File: config.mk
export PLATFORM = sky130hd
export DESIGN_NAME = round_robin_task_scheduler
export DESIGN_NICKNAME = d
export VERILOG_FILES = /design/src/rtl/core/rrts_pkg.sv /design/src/rtl/core/rrts_ctrl.sv /design/src/rtl/core/rrts_datapath.sv /design/src/rtl/core/round_robin_task_scheduler.sv
export SDC_FILE = /design/constraint.sdc
export NUM_CORES = 1
export LEC_CHECK = 0
export BUFFER_PORTS_ARGS = -buffer_cell sky130_fd_sc_hd__buf_2
export CAP_MARGIN = 20
export CORE_ASPECT_RATIO = 0.75
export CORE_UTILIZATION = 33
export DETAILED_ROUTE_END_ITERATION = 10
export GPL_TIMING_DRIVEN = 0
export PLACE_DENSITY_LB_ADDON = 0.08
export SLEW_MARGIN = 10
export SYNTH_ARGS = -nofsm -noshare
export SYNTH_HDL_FRONTEND = slang
export SYNTH_SLANG_ARGS = --single-unit
File: constraint.sdc
create_clock -name clk -period 7.5 [get_ports clk]
set_input_delay 1.5 -clock clk [delete_from_list [all_inputs] [get_ports clk]]
set_output_delay 1.5 -clock clk [all_outputs]
set_load 0.05 [all_outputs]
File: src/rtl/core/rrts_pkg.sv
// Types and constants of the round-robin task scheduler
package rrts_pkg;

    localparam int TASK_W = 6;

    typedef enum logic [1:0] {
        REQ_ALLOC = 2'd0,
        REQ_RUN   = 2'd1,
        REQ_TICK  = 2'd2,
        REQ_SLEEP = 2'd3
    } req_t;

    typedef enum logic [1:0] {
        STS_OK    = 2'd0,
        STS_FULL  = 2'd1,
        STS_WRONG = 2'd2
    } sts_code_t;

    typedef enum logic [1:0] {
        SLOT_FREE  = 2'd0,
        SLOT_ALLOC = 2'd1,
        SLOT_RUN   = 2'd2
    } slot_t;

    typedef enum logic [3:0] {
        S_CLEAR,
        S_IDLE,
        S_ALLOC,
        S_RUN_CHK,
        S_TICK,
        S_TICK_OUT,
        S_SLEEP_CHK,
        S_SLEEP_FIND,
        S_SLEEP_SHIFT,
        S_SLEEP_OUT
    } state_t;

    typedef enum logic [1:0] {
        SCAN_NONE,
        SCAN_ALLOC,
        SCAN_FIND,
        SCAN_SHIFT
    } scan_mode_t;

    typedef enum logic [1:0] {
        SWR_NONE,
        SWR_CHK_ALLOC,
        SWR_ID_RUN,
        SWR_ID_ALLOC
    } slot_wr_t;

    typedef enum logic [1:0] {
        LRD_SCAN,
        LRD_CUR,
        LRD_TICK
    } list_rd_t;

    typedef enum logic [2:0] {
        EMIT_NONE,
        EMIT_ALLOC,
        EMIT_FULL,
        EMIT_OK,
        EMIT_WRONG,
        EMIT_SWITCH
    } emit_t;

    typedef struct packed {
        logic       capture;
        logic       clear_step;
        scan_mode_t scan_init;
        logic       scan_step;
        logic       slot_rd_id;
        slot_wr_t   slot_wr;
        logic       list_append;
        logic       shift_wr;
        logic       tick_adv;
        logic       sleep_found;
        list_rd_t   list_rd;
        emit_t      emit;
    } ctl_t;

    typedef struct packed {
        logic clear_last;
        logic id_ok;
        logic slot_is_alloc;
        logic slot_is_run;
        logic hit_free;
        logic hit_id;
        logic scan_done;
        logic has_room;
        logic multi;
        logic switch_ok;
    } dp_status_t;

endpackage

File: src/rtl/core/rrts_ctrl.sv
// Sequencing state machine of the round-robin task scheduler
module rrts_ctrl (
    input  logic               clk,
    input  logic               rst_n,
    input  logic               start,
    input  rrts_pkg::req_t     req_type,
    input  rrts_pkg::dp_status_t sts,
    output logic               busy,
    output rrts_pkg::ctl_t     ctl
);

    rrts_pkg::state_t state_reg;
    rrts_pkg::state_t state_next;

    always_ff @(posedge clk or negedge rst_n)
    begin
        if (!rst_n)
        begin
            state_reg <= rrts_pkg::S_CLEAR;
        end
        else
        begin
            state_reg <= state_next;
        end
    end

    always_comb
    begin
        state_next = state_reg;
        case (state_reg)
            rrts_pkg::S_CLEAR:
            begin
                if (sts.clear_last)
                begin
                    state_next = rrts_pkg::S_IDLE;
                end
            end
            rrts_pkg::S_IDLE:
            begin
                if (start)
                begin
                    case (req_type)
                        rrts_pkg::REQ_ALLOC: state_next = rrts_pkg::S_ALLOC;
                        rrts_pkg::REQ_RUN:   state_next = rrts_pkg::S_RUN_CHK;
                        rrts_pkg::REQ_TICK:  state_next = rrts_pkg::S_TICK;
                        default:             state_next = rrts_pkg::S_SLEEP_CHK;
                    endcase
                end
            end
            rrts_pkg::S_ALLOC:
            begin
                if (sts.hit_free || sts.scan_done)
                begin
                    state_next = rrts_pkg::S_IDLE;
                end
            end
            rrts_pkg::S_RUN_CHK:
            begin
                state_next = rrts_pkg::S_IDLE;
            end
            rrts_pkg::S_TICK:
            begin
                state_next = sts.multi ? rrts_pkg::S_TICK_OUT : rrts_pkg::S_IDLE;
            end
            rrts_pkg::S_TICK_OUT:
            begin
                state_next = rrts_pkg::S_IDLE;
            end
            rrts_pkg::S_SLEEP_CHK:
            begin
                if (sts.id_ok && sts.slot_is_run)
                begin
                    state_next = rrts_pkg::S_SLEEP_FIND;
                end
                else
                begin
                    state_next = rrts_pkg::S_IDLE;
                end
            end
            rrts_pkg::S_SLEEP_FIND:
            begin
                if (sts.hit_id)
                begin
                    state_next = rrts_pkg::S_SLEEP_SHIFT;
                end
                else if (sts.scan_done)
                begin
                    state_next = rrts_pkg::S_IDLE;
                end
            end
            rrts_pkg::S_SLEEP_SHIFT:
            begin
                if (sts.scan_done)
                begin
                    state_next = sts.switch_ok ? rrts_pkg::S_SLEEP_OUT : rrts_pkg::S_IDLE;
                end
            end
            rrts_pkg::S_SLEEP_OUT:
            begin
                state_next = rrts_pkg::S_IDLE;
            end
            default:
            begin
                state_next = rrts_pkg::S_IDLE;
            end
        endcase
    end

    always_comb
    begin
        ctl             = '0;
        ctl.scan_init   = rrts_pkg::SCAN_NONE;
        ctl.slot_wr     = rrts_pkg::SWR_NONE;
        ctl.list_rd     = rrts_pkg::LRD_SCAN;
        ctl.emit        = rrts_pkg::EMIT_NONE;
        case (state_reg)
            rrts_pkg::S_CLEAR:
            begin
                ctl.clear_step = 1'b1;
            end
            rrts_pkg::S_IDLE:
            begin
                // look up the named slot while the transaction is taken
                ctl.slot_rd_id = 1'b1;
                if (start)
                begin
                    ctl.capture = 1'b1;
                    if (req_type == rrts_pkg::REQ_ALLOC)
                    begin
                        ctl.scan_init = rrts_pkg::SCAN_ALLOC;
                    end
                end
            end
            rrts_pkg::S_ALLOC:
            begin
                ctl.scan_step = 1'b1;
                if (sts.hit_free)
                begin
                    ctl.slot_wr = rrts_pkg::SWR_CHK_ALLOC;
                    ctl.emit    = rrts_pkg::EMIT_ALLOC;
                end
                else if (sts.scan_done)
                begin
                    ctl.emit = rrts_pkg::EMIT_FULL;
                end
            end
            rrts_pkg::S_RUN_CHK:
            begin
                if (sts.id_ok && sts.slot_is_alloc && sts.has_room)
                begin
                    ctl.slot_wr     = rrts_pkg::SWR_ID_RUN;
                    ctl.list_append = 1'b1;
                    ctl.emit        = rrts_pkg::EMIT_OK;
                end
                else
                begin
                    ctl.emit = rrts_pkg::EMIT_WRONG;
                end
            end
            rrts_pkg::S_TICK:
            begin
                if (sts.multi)
                begin
                    ctl.tick_adv = 1'b1;
                    ctl.list_rd  = rrts_pkg::LRD_TICK;
                end
                else
                begin
                    ctl.emit = rrts_pkg::EMIT_OK;
                end
            end
            rrts_pkg::S_TICK_OUT:
            begin
                ctl.emit = rrts_pkg::EMIT_SWITCH;
            end
            rrts_pkg::S_SLEEP_CHK:
            begin
                if (sts.id_ok && sts.slot_is_run)
                begin
                    ctl.slot_wr   = rrts_pkg::SWR_ID_ALLOC;
                    ctl.scan_init = rrts_pkg::SCAN_FIND;
                end
                else
                begin
                    ctl.emit = rrts_pkg::EMIT_WRONG;
                end
            end
            rrts_pkg::S_SLEEP_FIND:
            begin
                ctl.scan_step = 1'b1;
                if (sts.hit_id)
                begin
                    ctl.sleep_found = 1'b1;
                    ctl.scan_init   = rrts_pkg::SCAN_SHIFT;
                end
                else if (sts.scan_done)
                begin
                    ctl.emit = rrts_pkg::EMIT_OK;
                end
            end
            rrts_pkg::S_SLEEP_SHIFT:
            begin
                ctl.scan_step = 1'b1;
                ctl.shift_wr  = 1'b1;
                if (sts.scan_done)
                begin
                    if (sts.switch_ok)
                    begin
                        ctl.list_rd = rrts_pkg::LRD_CUR;
                    end
                    else
                    begin
                        ctl.emit = rrts_pkg::EMIT_OK;
                    end
                end
            end
            rrts_pkg::S_SLEEP_OUT:
            begin
                ctl.emit = rrts_pkg::EMIT_SWITCH;
            end
            default:
            begin
                ctl.emit = rrts_pkg::EMIT_NONE;
            end
        endcase
    end

    assign busy = (state_reg != rrts_pkg::S_IDLE);

endmodule

File: src/rtl/core/rrts_datapath.sv
// Slot table, run list, scan counter and result registers of the scheduler
module rrts_datapath #(
    parameter int TASK_SLOTS = 64
) (
    input  logic                        clk,
    input  logic                        rst_n,
    input  logic [rrts_pkg::TASK_W-1:0] task_id,
    input  rrts_pkg::ctl_t              ctl,
    output rrts_pkg::dp_status_t        sts,
    output logic                        done,
    output logic [rrts_pkg::TASK_W-1:0] result_task,
    output logic                        do_switch,
    output logic [1:0]                  status
);

    localparam int SLOT_W = $clog2(TASK_SLOTS);
    localparam int CNT_W  = $clog2(TASK_SLOTS + 1);
    localparam int TW     = rrts_pkg::TASK_W;

    rrts_pkg::slot_t  slot_mem [TASK_SLOTS];
    logic [TW-1:0]    list_mem [TASK_SLOTS];
    rrts_pkg::slot_t  slot_q;
    logic [TW-1:0]    list_q;

    logic [TW-1:0]    id_reg;
    logic [CNT_W-1:0] scan_reg, scan_next;
    logic [CNT_W-1:0] lim_reg, lim_next;
    logic [CNT_W-1:0] chk_reg, chk_next;
    logic             chk_valid_reg, chk_valid_next;
    logic [CNT_W-1:0] run_count_reg, run_count_next;
    logic [SLOT_W-1:0] cur_reg, cur_next;
    logic             was_cur_reg;
    logic [SLOT_W-1:0] clr_reg;

    logic                  done_reg;
    logic [TW-1:0]         result_task_reg, result_task_next;
    logic                  do_switch_reg, do_switch_next;
    rrts_pkg::sts_code_t   status_reg, status_next;

    logic              scan_lt;
    logic [CNT_W-1:0]  cur_ext, cur_inc, cur_adj, count_dec;
    logic [SLOT_W-1:0] tick_cur, cur_wrap;
    logic [SLOT_W-1:0] slot_raddr, slot_waddr, list_raddr, list_waddr;
    rrts_pkg::slot_t   slot_wdata;
    logic [TW-1:0]     list_wdata;
    logic              slot_we, list_we;

    assign scan_lt   = (scan_reg < lim_reg);
    assign cur_ext   = CNT_W'(cur_reg);
    assign cur_inc   = cur_ext + CNT_W'(1);
    assign tick_cur  = (cur_inc >= run_count_reg) ? '0 : SLOT_W'(cur_inc);
    assign count_dec = run_count_reg - CNT_W'(1);
    // entries ahead of the current one slide down by one
    assign cur_adj   = (chk_reg < cur_ext) ? (cur_ext - CNT_W'(1)) : cur_ext;
    assign cur_wrap  = (cur_adj >= count_dec) ? '0 : SLOT_W'(cur_adj);

    // scan counter: read address leads, chk_reg names the data in the next cycle
    always_comb
    begin
        scan_next      = scan_reg;
        lim_next       = lim_reg;
        chk_next       = chk_reg;
        chk_valid_next = chk_valid_reg;
        case (ctl.scan_init)
            rrts_pkg::SCAN_ALLOC:
            begin
                scan_next      = '0;
                lim_next       = CNT_W'(TASK_SLOTS);
                chk_valid_next = 1'b0;
            end
            rrts_pkg::SCAN_FIND:
            begin
                scan_next      = '0;
                lim_next       = run_count_reg;
                chk_valid_next = 1'b0;
            end
            rrts_pkg::SCAN_SHIFT:
            begin
                scan_next      = chk_reg + CNT_W'(1);
                lim_next       = run_count_reg;
                chk_valid_next = 1'b0;
            end
            default:
            begin
                if (ctl.scan_step)
                begin
                    chk_valid_next = scan_lt;
                    chk_next       = scan_reg;
                    if (scan_lt)
                    begin
                        scan_next = scan_reg + CNT_W'(1);
                    end
                end
            end
        endcase
    end

    always_comb
    begin
        run_count_next = run_count_reg;
        cur_next       = cur_reg;
        if (ctl.list_append)
        begin
            run_count_next = run_count_reg + CNT_W'(1);
        end
        else if (ctl.sleep_found)
        begin
            run_count_next = count_dec;
        end
        if (ctl.tick_adv)
        begin
            cur_next = tick_cur;
        end
        else if (ctl.sleep_found)
        begin
            cur_next = cur_wrap;
        end
    end

    always_comb
    begin
        slot_raddr = ctl.slot_rd_id ? SLOT_W'(task_id) : SLOT_W'(scan_reg);
        case (ctl.list_rd)
            rrts_pkg::LRD_CUR:  list_raddr = cur_reg;
            rrts_pkg::LRD_TICK: list_raddr = tick_cur;
            default:            list_raddr = SLOT_W'(scan_reg);
        endcase
    end

    always_comb
    begin
        slot_we    = 1'b0;
        slot_waddr = SLOT_W'(id_reg);
        slot_wdata = rrts_pkg::SLOT_FREE;
        if (ctl.clear_step)
        begin
            slot_we    = 1'b1;
            slot_waddr = clr_reg;
            slot_wdata = (clr_reg == '0) ? rrts_pkg::SLOT_RUN : rrts_pkg::SLOT_FREE;
        end
        else
        begin
            case (ctl.slot_wr)
                rrts_pkg::SWR_CHK_ALLOC:
                begin
                    slot_we    = 1'b1;
                    slot_waddr = SLOT_W'(chk_reg);
                    slot_wdata = rrts_pkg::SLOT_ALLOC;
                end
                rrts_pkg::SWR_ID_RUN:
                begin
                    slot_we    = 1'b1;
                    slot_wdata = rrts_pkg::SLOT_RUN;
                end
                rrts_pkg::SWR_ID_ALLOC:
                begin
                    slot_we    = 1'b1;
                    slot_wdata = rrts_pkg::SLOT_ALLOC;
                end
                default:
                begin
                    slot_we = 1'b0;
                end
            endcase
        end
    end

    always_comb
    begin
        list_we    = 1'b0;
        list_waddr = SLOT_W'(run_count_reg);
        list_wdata = id_reg;
        if (ctl.clear_step)
        begin
            list_we    = 1'b1;
            list_waddr = clr_reg;
            list_wdata = '0;
        end
        else if (ctl.list_append)
        begin
            list_we = 1'b1;
        end
        else if (ctl.shift_wr && chk_valid_reg)
        begin
            list_we    = 1'b1;
            list_waddr = SLOT_W'(chk_reg - CNT_W'(1));
            list_wdata = list_q;
        end
    end

    always_ff @(posedge clk)
    begin
        slot_q <= slot_mem[slot_raddr];
        list_q <= list_mem[list_raddr];
        if (slot_we)
        begin
            slot_mem[slot_waddr] <= slot_wdata;
        end
        if (list_we)
        begin
            list_mem[list_waddr] <= list_wdata;
        end
    end

    always_comb
    begin
        result_task_next = '0;
        do_switch_next   = 1'b0;
        status_next      = rrts_pkg::STS_OK;
        case (ctl.emit)
            rrts_pkg::EMIT_ALLOC:  result_task_next = TW'(chk_reg);
            rrts_pkg::EMIT_FULL:   status_next      = rrts_pkg::STS_FULL;
            rrts_pkg::EMIT_WRONG:  status_next      = rrts_pkg::STS_WRONG;
            rrts_pkg::EMIT_SWITCH:
            begin
                result_task_next = list_q;
                do_switch_next   = 1'b1;
            end
            default:
            begin
                status_next = rrts_pkg::STS_OK;
            end
        endcase
    end

    always_ff @(posedge clk or negedge rst_n)
    begin
        if (!rst_n)
        begin
            chk_valid_reg <= 1'b0;
            run_count_reg <= CNT_W'(1);
            cur_reg       <= '0;
            clr_reg       <= '0;
            done_reg      <= 1'b0;
        end
        else
        begin
            chk_valid_reg <= chk_valid_next;
            run_count_reg <= run_count_next;
            cur_reg       <= cur_next;
            done_reg      <= (ctl.emit != rrts_pkg::EMIT_NONE);
            if (ctl.clear_step)
            begin
                clr_reg <= clr_reg + SLOT_W'(1);
            end
        end
    end

    always_ff @(posedge clk)
    begin
        scan_reg <= scan_next;
        lim_reg  <= lim_next;
        chk_reg  <= chk_next;
        if (ctl.capture)
        begin
            id_reg <= task_id;
        end
        if (ctl.sleep_found)
        begin
            was_cur_reg <= (chk_reg == cur_ext);
        end
        if (ctl.emit != rrts_pkg::EMIT_NONE)
        begin
            result_task_reg <= result_task_next;
            do_switch_reg   <= do_switch_next;
            status_reg      <= status_next;
        end
    end

    assign sts.clear_last    = (clr_reg == SLOT_W'(TASK_SLOTS - 1));
    assign sts.id_ok         = (int'(id_reg) < TASK_SLOTS);
    assign sts.slot_is_alloc = (slot_q == rrts_pkg::SLOT_ALLOC);
    assign sts.slot_is_run   = (slot_q == rrts_pkg::SLOT_RUN);
    assign sts.hit_free      = chk_valid_reg && (slot_q == rrts_pkg::SLOT_FREE);
    assign sts.hit_id        = chk_valid_reg && (list_q == id_reg);
    assign sts.scan_done     = !chk_valid_reg && !scan_lt;
    assign sts.has_room      = (run_count_reg < CNT_W'(TASK_SLOTS));
    assign sts.multi         = (run_count_reg >= CNT_W'(2));
    assign sts.switch_ok     = was_cur_reg && (run_count_reg != '0);

    assign done        = done_reg;
    assign result_task = result_task_reg;
    assign do_switch   = do_switch_reg;
    assign status      = status_reg;

endmodule

File: src/rtl/core/round_robin_task_scheduler.sv
// Top level of the round-robin task scheduler
//
// Requests enter on start/req_type/task_id; a transaction is taken at a
// rising edge with start high and busy low. Every request yields exactly one
// result, shown on result_task/do_switch/status for a single cycle with done
// high; the receiver cannot stall it, so it must sample on done.
// Steps from the accepting edge to the done cycle:
//   run and tick need no scan,
//   allocate scans the slot table one entry a cycle from slot 0 through
//   the single read port,
//   sleep searches the run list, then compacts it one entry a cycle
//   through the single read and write port of the list.
// One request is in flight at a time; busy stays high until its result is
// registered, and a new request can be taken in the cycle done is shown.
// After reset the block sweeps every entry of both tables with busy high,
// leaving task 0 running alone as the current task.
module round_robin_task_scheduler #(
    parameter int TASK_SLOTS = 64
) (
    input  logic                        clk,
    input  logic                        rst_n,
    input  logic                        start,
    output logic                        busy,
    input  logic [1:0]                  req_type,
    input  logic [rrts_pkg::TASK_W-1:0] task_id,
    output logic                        done,
    output logic [rrts_pkg::TASK_W-1:0] result_task,
    output logic                        do_switch,
    output logic [1:0]                  status
);

    rrts_pkg::ctl_t       ctl;
    rrts_pkg::dp_status_t sts;

    rrts_ctrl u_ctrl (
        .clk      (clk),
        .rst_n    (rst_n),
        .start    (start),
        .req_type (rrts_pkg::req_t'(req_type)),
        .sts      (sts),
        .busy     (busy),
        .ctl      (ctl)
    );

    rrts_datapath #(
        .TASK_SLOTS (TASK_SLOTS)
    ) u_datapath (
        .clk         (clk),
        .rst_n       (rst_n),
        .task_id     (task_id),
        .ctl         (ctl),
        .sts         (sts),
        .done        (done),
        .result_task (result_task),
        .do_switch   (do_switch),
        .status      (status)
    );

endmodule

### Yosys cells after proc, flatten, opt, wreduce, memory -nomap -nowiden

Memory sizes are Yosys's and may differ from the RTL's. A register that Yosys moved wholly into a read port is not among the register bits.
Index checks and enable logic that the tools add are counted.

* bitwise gates (word level): 1
* reductions and logical operators: 31
* mux-type cells: 82
* equality and inequality tests: 34
* $add $sub $neg: 8
* magnitude comparators: 6

Operator list (number)
* $mux W6: 13
* $mux W7: 5
* $mux W4: 8
* $pmux W4 S7: 1
* $pmux W7 S2: 2
* $mux W1: 27
* $mux W2: 12
* $pmux W6 S2: 2
* $add A7 B1 Y7 const B: 3
* $pmux W3 S7: 1
* $eq A4 B3 Y1 const B: 4
* $mux W3: 5
* $eq A2 B2 Y1 const B: 7
* $ge A7 B7 Y1: 2
* $pmux W2 S2: 3
* $pmux W2 S3: 2
* $eq A2 B1 Y1 const B: 5
* $pmux W3 S3: 1
* $reduce_bool A3 Y1: 3
* $reduce_or A3 Y1: 3
* $eq A4 B2 Y1 const B: 2
* $eq A4 B4 Y1 const B: 2
* $reduce_bool A2 Y1: 4
* $reduce_or A2 Y1: 4
* 30 further kinds: 41

* RAM bits: 512
* flip-flop bits (word level): 62
* memories kept: 2
* input bits: 11
* output and inout bits: 11
* word-level logic and storage cells: 178

Memories
* u_datapath.list_mem: depth 64, bits a word 6, rd ports 1, clocked after memory_dff 1, wr ports 1, RTL line rrts_datapath.sv:21 `logic [TW-1:0] list_mem [TASK_SLOTS];`
* u_datapath.slot_mem: depth 64, bits a word 2, rd ports 1, clocked after memory_dff 1, wr ports 1, RTL line rrts_datapath.sv:20 `rrts_pkg::slot_t slot_mem [TASK_SLOTS];`

### Depth between registers and ports, before layout

Gate-level depths: netlist (run 1).

* depth in word-level cells: 10
* depth in mapped cells: 24
* mapped depth without buffers: 19

### Modules after synthesis

From an unflattened synthesis (run 1), not the netlist that was laid out.

* cell total of the unflattened synthesis: 2656
* area total of the unflattened synthesis: 31572.8 um2

By module, submodules not included
* rrts_datapath: cells each 2571, sequential area each 17172.7 um2, area an instance 30944.7 um2, times used 1
* rrts_ctrl: cells each 85, sequential area each 100.1 um2, area an instance 628.1 um2, times used 1

### Worst setup path after synthesis (run 1)

Ideal clock, no wire load.

* kind: reg-to-reg
* start: register u_datapath.scan_reg[1]
* end: register u_datapath.list_q[0] (read register of u_datapath.list_mem)
* cell stages (with the launch flop): 21
* period minus slack after synthesis: 4.240 ns
* data required time: 7.378 ns
* path buffers: 5
* arrival time: 4.117 ns
* library setup time: 0.122 ns
* path slack: 3.260 ns
* cells stage by stage: edfxtp_1 ha_1 a21o_1 a21o_1 a21o_1 a21o_1 a211o_1 o211ai_1 nor2_1 ha_1 buf_4 inv_2 buf_2 clkbuf_1 buf_1 clkbuf_1 o22ai_1 a211oi_1 o221ai_1 o211ai_1 nor4_1

* word-level cells in the longest chain between the ends: 7
* elaborated cells on any way between the ends: 8
* classes of those cells: order compare (1); eq/ne (2); mux (3); reduce/logical (2)

RTL lines
* start, declared: RTL line rrts_datapath.sv:26 `logic [CNT_W-1:0] scan_reg, scan_next;`
* start signal, assigned: RTL line rrts_datapath.sv:251 `scan_reg <= scan_next;`
* $lt A7 B7 Y1: RTL line rrts_datapath.sv:48 `assign scan_lt = (scan_reg < lim_reg);`
* $logic_not A1 Y1: RTL line rrts_datapath.sv:276 `assign sts.scan_done = !chk_valid_reg && !scan_lt;`
* $logic_and A1 B1 Y1: RTL line rrts_datapath.sv:276
* $mux W4: RTL line rrts_ctrl.sv:205 `if (sts.scan_done)`
* $pmux W2 S2: RTL line rrts_ctrl.sv:116 `case (state_reg)`
* $eq A2 B2 Y1 / $eq A2 B1 Y1 (equally long branches): RTL line rrts_datapath.sv:123 `case (ctl.list_rd)`
* $pmux W6 S2 (*): RTL line rrts_datapath.sv:123
* end, declared: RTL line rrts_datapath.sv:23 `logic [TW-1:0] list_q;`

Mark *: on every way between the ends. The rest lies on a longest branch, timed or not.
A chain may end at the register's enable or synchronous reset.

### Worst setup path after layout (run 1)

* start: register u_datapath.scan_reg[1]
* end: register u_datapath.list_q[1] (read register of u_datapath.list_mem)

The elaborated chain is that of the path after synthesis.

==> results of run 1 <==
[synth_stat cells (9+ instances only)]
| master | n |
|---|---|
| o22ai_1 | 119 |
| nor3_1 | 25 |
| a211oi_1 | 27 |
| nor2_1 | 224 |
| nand3_1 | 46 |
| o21ai_0 | 82 |
| mux2i_1 | 532 |
| and2_1 | 19 |
| ha_1 | 40 |
| mux4_2 | 23 |
| mux2_2 | 11 |
| a21o_1 | 18 |
| nand2_1 | 197 |
| a22oi_1 | 20 |
| nor4_1 | 18 |
| nor2b_1 | 16 |
| o22a_1 | 64 |
| nand2b_1 | 11 |
| xnor2_1 | 26 |
| clkbuf_1 | 80 |
| o221ai_1 | 21 |
| buf_2 | 75 |
| dfrtp_1 | 24 |
| edfxtp_1 | 549 |
| a31oi_1 | 18 |
| o211ai_1 | 84 |
| a21oi_1 | 152 |
| mux4_1 | 9 |
| and3_1 | 11 |
| nand4_1 | 19 |
| buf_4 | 14 |
| inv_1 | 43 |
| buf_1 | 18 |
[layout make-up]
class                           count  share of cell area (%)
Multi-Input combinational cell   1930                    38.6
Tap cell                         1313                    4.41
Clock buffer                       92                    4.93
Sequential cell                   582                    46.4
Inverter                           45                   0.454
Antenna cell                        1                 0.00672
Timing Repair Buffer               44                    1.59
Clock inverter                     37                    1.02
Buffer                            197                    2.60
[logic make-up (layout without fill, tap and decap cells)]
group                    Yosys count  after routing  synth area share [%]
AO/OA/AOI/OAI                    660            660                  13.5
multiplexers                     576            576                  19.1
buffers and inverters            242            415                  3.48
flip-flops                       582            582                  52.9
other                              0              1                     0
adder cells (fa/ha/maj)           40             40                  1.53
AND/OR/NAND/NOR                  620            620                  8.60
XOR/XNOR                          34             34                 0.934
[report_power, final]
group | internal [mW] | switching, mW
registers | 4.03 | 0.178
logic | 1.47 | 2.98
clock network | 1.89 | 1.47
total | 7.39 | 4.63
[worst max-delay path, delay by kind of cell (launching register included)]
family,cells,cell delay [ns]
DFF,1,0.58
and+or+nand+nor,4,0.61
buffers and inverters,6,2.55
adders and majority gates,2,0.72
AOI/OAI and AO/OA,10,2.26
[cells in the final DEF (no fill, tap or decap), types with 40 or more instances in the layout]
| cell type | instances |
|---|---|
| buf_2 | 97 |
| o211ai_1 | 84 |
| nand3_1 | 46 |
| nor2_1 | 224 |
| nand2_1 | 196 |
| ha_1 | 40 |
| clkbuf_1 | 102 |
| inv_1 | 43 |
| o22a_1 | 64 |
| mux2i_1 | 532 |
| a21oi_1 | 146 |
| clkbuf_16 | 70 |
| o22ai_1 | 119 |
| o21ai_0 | 81 |
| edfxtp_1 | 549 |
[stage by stage]
step	setup slack, ns	power [mW]	instances	utilization (%)	hold WS, ns
6_report	0.629	12.0	4241	38.1	0.497
3_3_place_gp	-0.850	8.47	4088	35.2	0.481
4_1_cts	0.780	12.0	4240	38.1	0.499
2_1_floorplan	3.26	6.87	2754	-	0.451
3_5_place_dp	0.801	8.66	4111	35.8	0.464
5_1_grt	0.570	12.5	4240	38.1	0.515
[worst min path at each step]
| stage | to | slack (ns) | cells after the start |
|---|---|---|---|
| floorplan | u_datapath.chk_reg[0] | 0.45 | 0 |
| global placement | u_datapath.chk_reg[0] | 0.48 | 0 |
| detailed placement | u_datapath.chk_reg[0] | 0.46 | 0 |
| CTS | u_datapath.chk_reg[0] | 0.50 | 0 |
| global route | u_datapath.chk_reg[0] | 0.52 | 0 |
| finish | u_datapath.chk_reg[6] | 0.50 | 0 |
[routing by layer]
metal,GRT usage (%),wire length (µm)
met1,37.6,60000
met4,5.73,2490
met3,5.03,10400
met2,34.5,50800
met5,0,11
==> impl_metrics.json, run 1 <==
{
  "core_area_um2": 97700,
  "cts_setup_buffers": 0,
  "vias_per_cell": 5.96,
  "clkTransAtPathRegs_ns": 0.06,
  "clock_path_buffers": 3,
  "numCtsBuffers": 70,
  "rows": 99,
  "cpMostUsedCell": "a21o_1",
  "largest_register_ff_count": 384,
  "regMostFlops": "u_datapath.list_mem",
  "first_iter_violations": 3096,
  "multi_input_area_um2": 14400,
  "cts_tree": "yes",
  "syn_inst": 2754,
  "antenna_left": 0,
  "fill_cells": 9329,
  "critPathMaxStageDelay_ns": 0.93,
  "worstPathRequired_ns": 8.02,
  "fin_nets": 2921,
  "clk_latency_ns": 0.67,
  "grt-ovfl-total": 0,
  "cp_max_fo": 10,
  "ys_top_cells_by_area": "edfxtp_1 (50%), mux2i_1 (16%), nor2_1 (2.6%)",
  "irDropWorstVdd_mv": 0.164,
  "reg2reg_slack_ns": 0.63,
  "drt_pre_antenna_iters": 6,
  "port_buffers": 21,
  "r2r_end": "u_datapath.list_q[1]",
  "setup_viol": 0,
  "cap_violations": 0,
  "synth_top_cell_by_area": "edfxtp_1",
  "start_util_pct": 33.4,
  "root_buffer": "clkbuf_16",
  "antenna_found_initial": 4,
  "grt_pass1_wl_um": 176000,
  "rsz0062_at_grt": "false",
  "die_h_um": 275,
  "end_kind": "flop",
  "worstSetupStartpointType": "flop",
  "synth_top_area_share_pct": 50.4,
  "yosysWarnings": 0,
  "synth_sequential_area_ratio_pct": 52.9,
  "synth_seq_cells": 582,
  "finClkSkew_ns": 0.0230,
  "syn_nets": 2805,
  "cts_resized": 0,
  "syn-cell-area_um2": 32700,
  "numClockSinks": 582,
  "synthFlopType": "edfxtp_1",
  "wire_per_inst_um": 29.2,
  "cts.htree.levels": 3,
  "cpMaxStageDelayCell": "clkbuf_1",
  "synth_cell_types": 83,
  "tightest_slew_ns": 1.30,
  "p_leak_nw": 13.2,
  "grt_max_degree": 39,
  "powerDensity_nw_per_um2": 323,
  "layout-drive-gt1-share_pct": 10.5,
  "worst_r2r_path_depth": 22,
  "drv_slew": 0,
  "crit_type": "flop to flop",
  "wl_um": 124000,
  "cts_hold_buf": 0,
  "synth_edf_count": 549,
  "area_growth_pct": 13.9,
  "die_area_um2": 100000,
  "hold_class": "flop to flop",
  "finalCritPeriodShare_pct": 91.6,
  "worstPathArrival_ns": 7.39,
  "r2r-start": "u_datapath.scan_reg[1]",
  "gp_congestion": 0.905,
  "hold_viol_final": 0,
  "fmax_ghz": 0.146,
  "synthArstFlopShare_pct": 4.30,
  "drc_errors": 0,
  "tns_ns": 0,
  "outcome": "finished, final reports clean",
  "crit_chain": "ha_1 -> a21o_1 -> a21o_1 -> a21o_1 -> a21o_1 -> a211o_1 -> o211ai_1 -> nor2_1 -> ha_1 -> buf_4 -> inv_2 -> buf_2 -> clkbuf_1 -> buf_2 -> clkbuf_1 -> o22ai_1 -> a21oi_1 -> o21ai_0 -> a21oi_1 -> nor4_1 -> nand2_1 -> nor4_1",
  "placed_area_um2": 35000,
  "dpl.hpwl_um": 90300,
  "regArea_um2": 17300,
  "dieWidth_um": 365,
  "grt_pass1_vias": 24700,
  "crit_path_end": "u_datapath.list_q[1]",
  "stdcell_area_um2": 37200,
  "reg.largest.list": "u_datapath.list_mem (384), u_datapath.slot_mem (128)",
  "fin_crit_ns": 6.87,
  "startpoint": "u_datapath.scan_reg[1]",
  "avgSynthCellArea_um2": 11.9,
  "ioPinCount": 22,
  "timing.slew.headroom_pct": 12.4,
  "vias": 25300,
  "grt_use_total_pct": 24.4,
  "worstHoldStart": "u_datapath.scan_reg[6]"
}
Power figures use the tool's default switching activity.
==> run 2: changes to the inputs <==
--- a/config.mk
+++ b/config.mk
@@ -15,4 +15,5 @@
 export SLEW_MARGIN = 10
 export SYNTH_ARGS = -nofsm -noshare
 export SYNTH_HDL_FRONTEND = slang
+export SYNTH_HIERARCHICAL = 1
 export SYNTH_SLANG_ARGS = --single-unit
==> impl_metrics.json, run 2 <==
{
  "dpl.hpwl_um": 81000,
  "tightest_slew_ns": 1.15,
  "cts_hold_buf": 0,
  "clkTransAtPathRegs_ns": 0.06,
  "tns_ns": 0,
  "drc_errors": 0,
  "layout-drive-gt1-share_pct": 16.9,
  "synth_sequential_area_ratio_pct": 54.7,
  "ioPinCount": 22,
  "synth_top_cell_by_area": "edfxtp_1",
  "first_iter_violations": 2809,
  "layout_common_cells": "edfxtp_1 (549), nand2_1 (335), nor2_1 (239)",
  "grt_max_degree": 42,
  "vias_per_cell": 5.82,
  "regMostFlops": "u_datapath/list_mem",
  "setup_viol": 0,
  "numClockSinks": 582,
  "area_growth_pct": 13.5,
  "syn-cell-area_um2": 31600,
  "grt_pass1_vias": 22900,
  "timing.slew.headroom_pct": 23.0,
  "synth_top_area_share_pct": 52.2,
  "root_buffer": "clkbuf_16",
  "synth_cell_types": 87,
  "synthTopCellsByCount": "edfxtp_1 (549), nand2_1 (335), nor2_1 (239)",
  "largest_register_ff_count": 384,
  "port_buffers": 21,
  "yosysWarnings": 6,
  "core_area_um2": 94100,
  "grt_use_total_pct": 22.7,
  "irDropWorstVdd_mv": 0.147,
  "fmax_ghz": 0.143,
  "outcome": "finished, final reports clean",
  "reg.largest.list": "u_datapath/list_mem (384), u_datapath/slot_mem (128)",
  "grt-ovfl-total": 0,
  "powerDensity_nw_per_um2": 330,
  "die_area_um2": 96900,
  "worstSetupStartpointType": "flop",
  "worstPathArrival_ns": 7.47,
  "cap_violations": 0,
  "dieWidth_um": 359,
  "syn_nets": 2707,
  "numCtsBuffers": 67,
  "fin_crit_ns": 7.02,
  "finalCritPeriodShare_pct": 93.6,
  "die_h_um": 270,
  "ys_top_cells_by_area": "edfxtp_1 (52%), mux2i_1 (7.1%), mux2_2 (7.1%)",
  "cts_setup_buffers": 0,
  "avgSynthCellArea_um2": 11.9,
  "antenna_left": 0,
  "synth_edf_count": 549,
  "drt_pre_antenna_iters": 6,
  "synthArstFlopShare_pct": 4.30,
  "rows": 97,
  "end_kind": "flop",
  "cp_max_fo": 10,
  "cts.htree.levels": 3,
  "fin_nets": 2815,
  "crit_type": "flop to flop",
  "clock_path_buffers": 3,
  "power_mw": 11.8,
  "cts_tree": "yes",
  "antenna_found_initial": 1,
  "cts_resized": 0,
  "wl_um": 112000,
  "start_util_pct": 33.6,
  "reg2reg_slack_ns": 0.48,
  "synthFlopType": "edfxtp_1",
  "hold_viol_final": 0,
  "wire_per_inst_um": 27.7,
  "syn_inst": 2656,
  "grt_pass1_wl_um": 161000,
  "rsz0062_at_grt": "false",
  "synth_seq_cells": 582,
  "synth.most_common_cell": "edfxtp_1",
  "vias": 23600,
  "gp_congestion": 0.920,
  "layout.cells.most_common": "edfxtp_1",
  "drv_slew": 0,
  "finClkSkew_ns": 0.0285,
  "p_leak_nw": 12.2,
  "worstPathRequired_ns": 7.96,
  "hold_class": "flop to flop",
  "clk_latency_ns": 0.64
}
==> run 2: cell count changes after synthesis, moves of 21 or more <==
cell / change
o22a_1: -64
o22ai_1: -114
nand2_1: +138
a2111oi_0: +31
a21oi_1: +23
mux2_2: +189
mux2i_1: -307
buf_2: -26
nand3_1: -21
o211ai_1: -78
a221o_1: +23
o221ai_1: +39
a221oi_1: +27
==> run 2: area by class of cell <==
class,instances,area [µm²]
multi-input cells,1844,13400
flip-flops and latches,582,17300
clock buffers,85,1790
inverters,42,158
plain buffers,188,857
fillers,8974,58200
diodes,1,2.50
repair buffers,39,509
clock inverters,33,324
well taps,1237,1550
==> run 2: worst paths after layout <==
path | cells after the start | to | from
min | 0 | u_datapath/chk_reg[0] | u_datapath/scan_reg[0]
max | 22 | u_datapath/list_q[0] | u_datapath/scan_reg[1]
min reg2reg | 0 | u_datapath/chk_reg[0] | u_datapath/scan_reg[0]
max in group asynchronous | 1 | u_datapath/cur_reg[2] | rst_n
min in group asynchronous | 1 | u_datapath/done | rst_n
max reg2reg | 22 | u_datapath/list_q[0] | u_datapath/scan_reg[1]
==> run 2: stage by stage <==
stage / cells / worst slack [ns] / hold WS (ns) / utilization [%] / cell area, µm²
after floorplan: 2656 / 3.14 / 0.421 / - / 31600
after global placement: 3914 / -1.35 / 0.435 / 35.3 / 33200
after detailed placement: 3931 / 0.776 / 0.433 / 35.8 / 33700
after CTS: 4049 / 0.766 / 0.453 / 38.1 / 35800
after global routing: 4050 / 0.282 / 0.474 / 38.1 / 35800
final: 4051 / 0.484 / 0.455 / 38.1 / 35800
==> run 2: cells by family after synthesis <==
logic type      Yosys count  share of synthesized area, %
simple gates            744                          10.0
flops                   582                          54.7
compound gates          560                          12.7
mux                     460                          16.7
buf+inv                 230                          3.21
fa+ha+maj                40                          1.59
xor+xnor                 39                          1.08
other cells               1                        0.0119
==> run 2: critical path, stage by stage (launching register included) <==
cell and delay, ns:
edfxtp_1 0.65, ha_1 0.40, a21o_1 0.10, a21o_1 0.10, a21oi_1 0.06, nor2b_1 0.11, o21ai_0 0.08, nand2b_1 0.09
a21oi_1 0.11, nor2_1 0.48, and3_1 0.34, inv_1 0.06, ha_1 0.28, buf_4 0.18, or2_2 0.16, buf_2 0.28
clkbuf_1 0.65, clkbuf_1 0.63, a21oi_1 0.09, a2111oi_0 0.82, nor3_1 0.17, nor4_1 0.79, o31ai_2 0.18
==> run 2: report_power, final <==
| part | total [mW] | internal [mW] | switching (mW) |
|---|---|---|---|
| clock network | 3.23 | 1.86 | 1.36 |
| logic | 4.41 | 1.44 | 2.97 |
| registers | 4.19 | 4.01 | 0.174 |
==> run 2: layer usage <==
| layer | track usage, % | vias to the layer above | share of wire, % |
|---|---|---|---|
| met2 | 32.3 | 1015 | 41 |
| met4 | 6.97 | 0 | 2.8 |
| met3 | 4.62 | 178 | 8.4 |
| met1 | 34.0 | 12000 | 48 |
| met5 | 0 | - | 0 |
| li1 | - | 10400 | - |
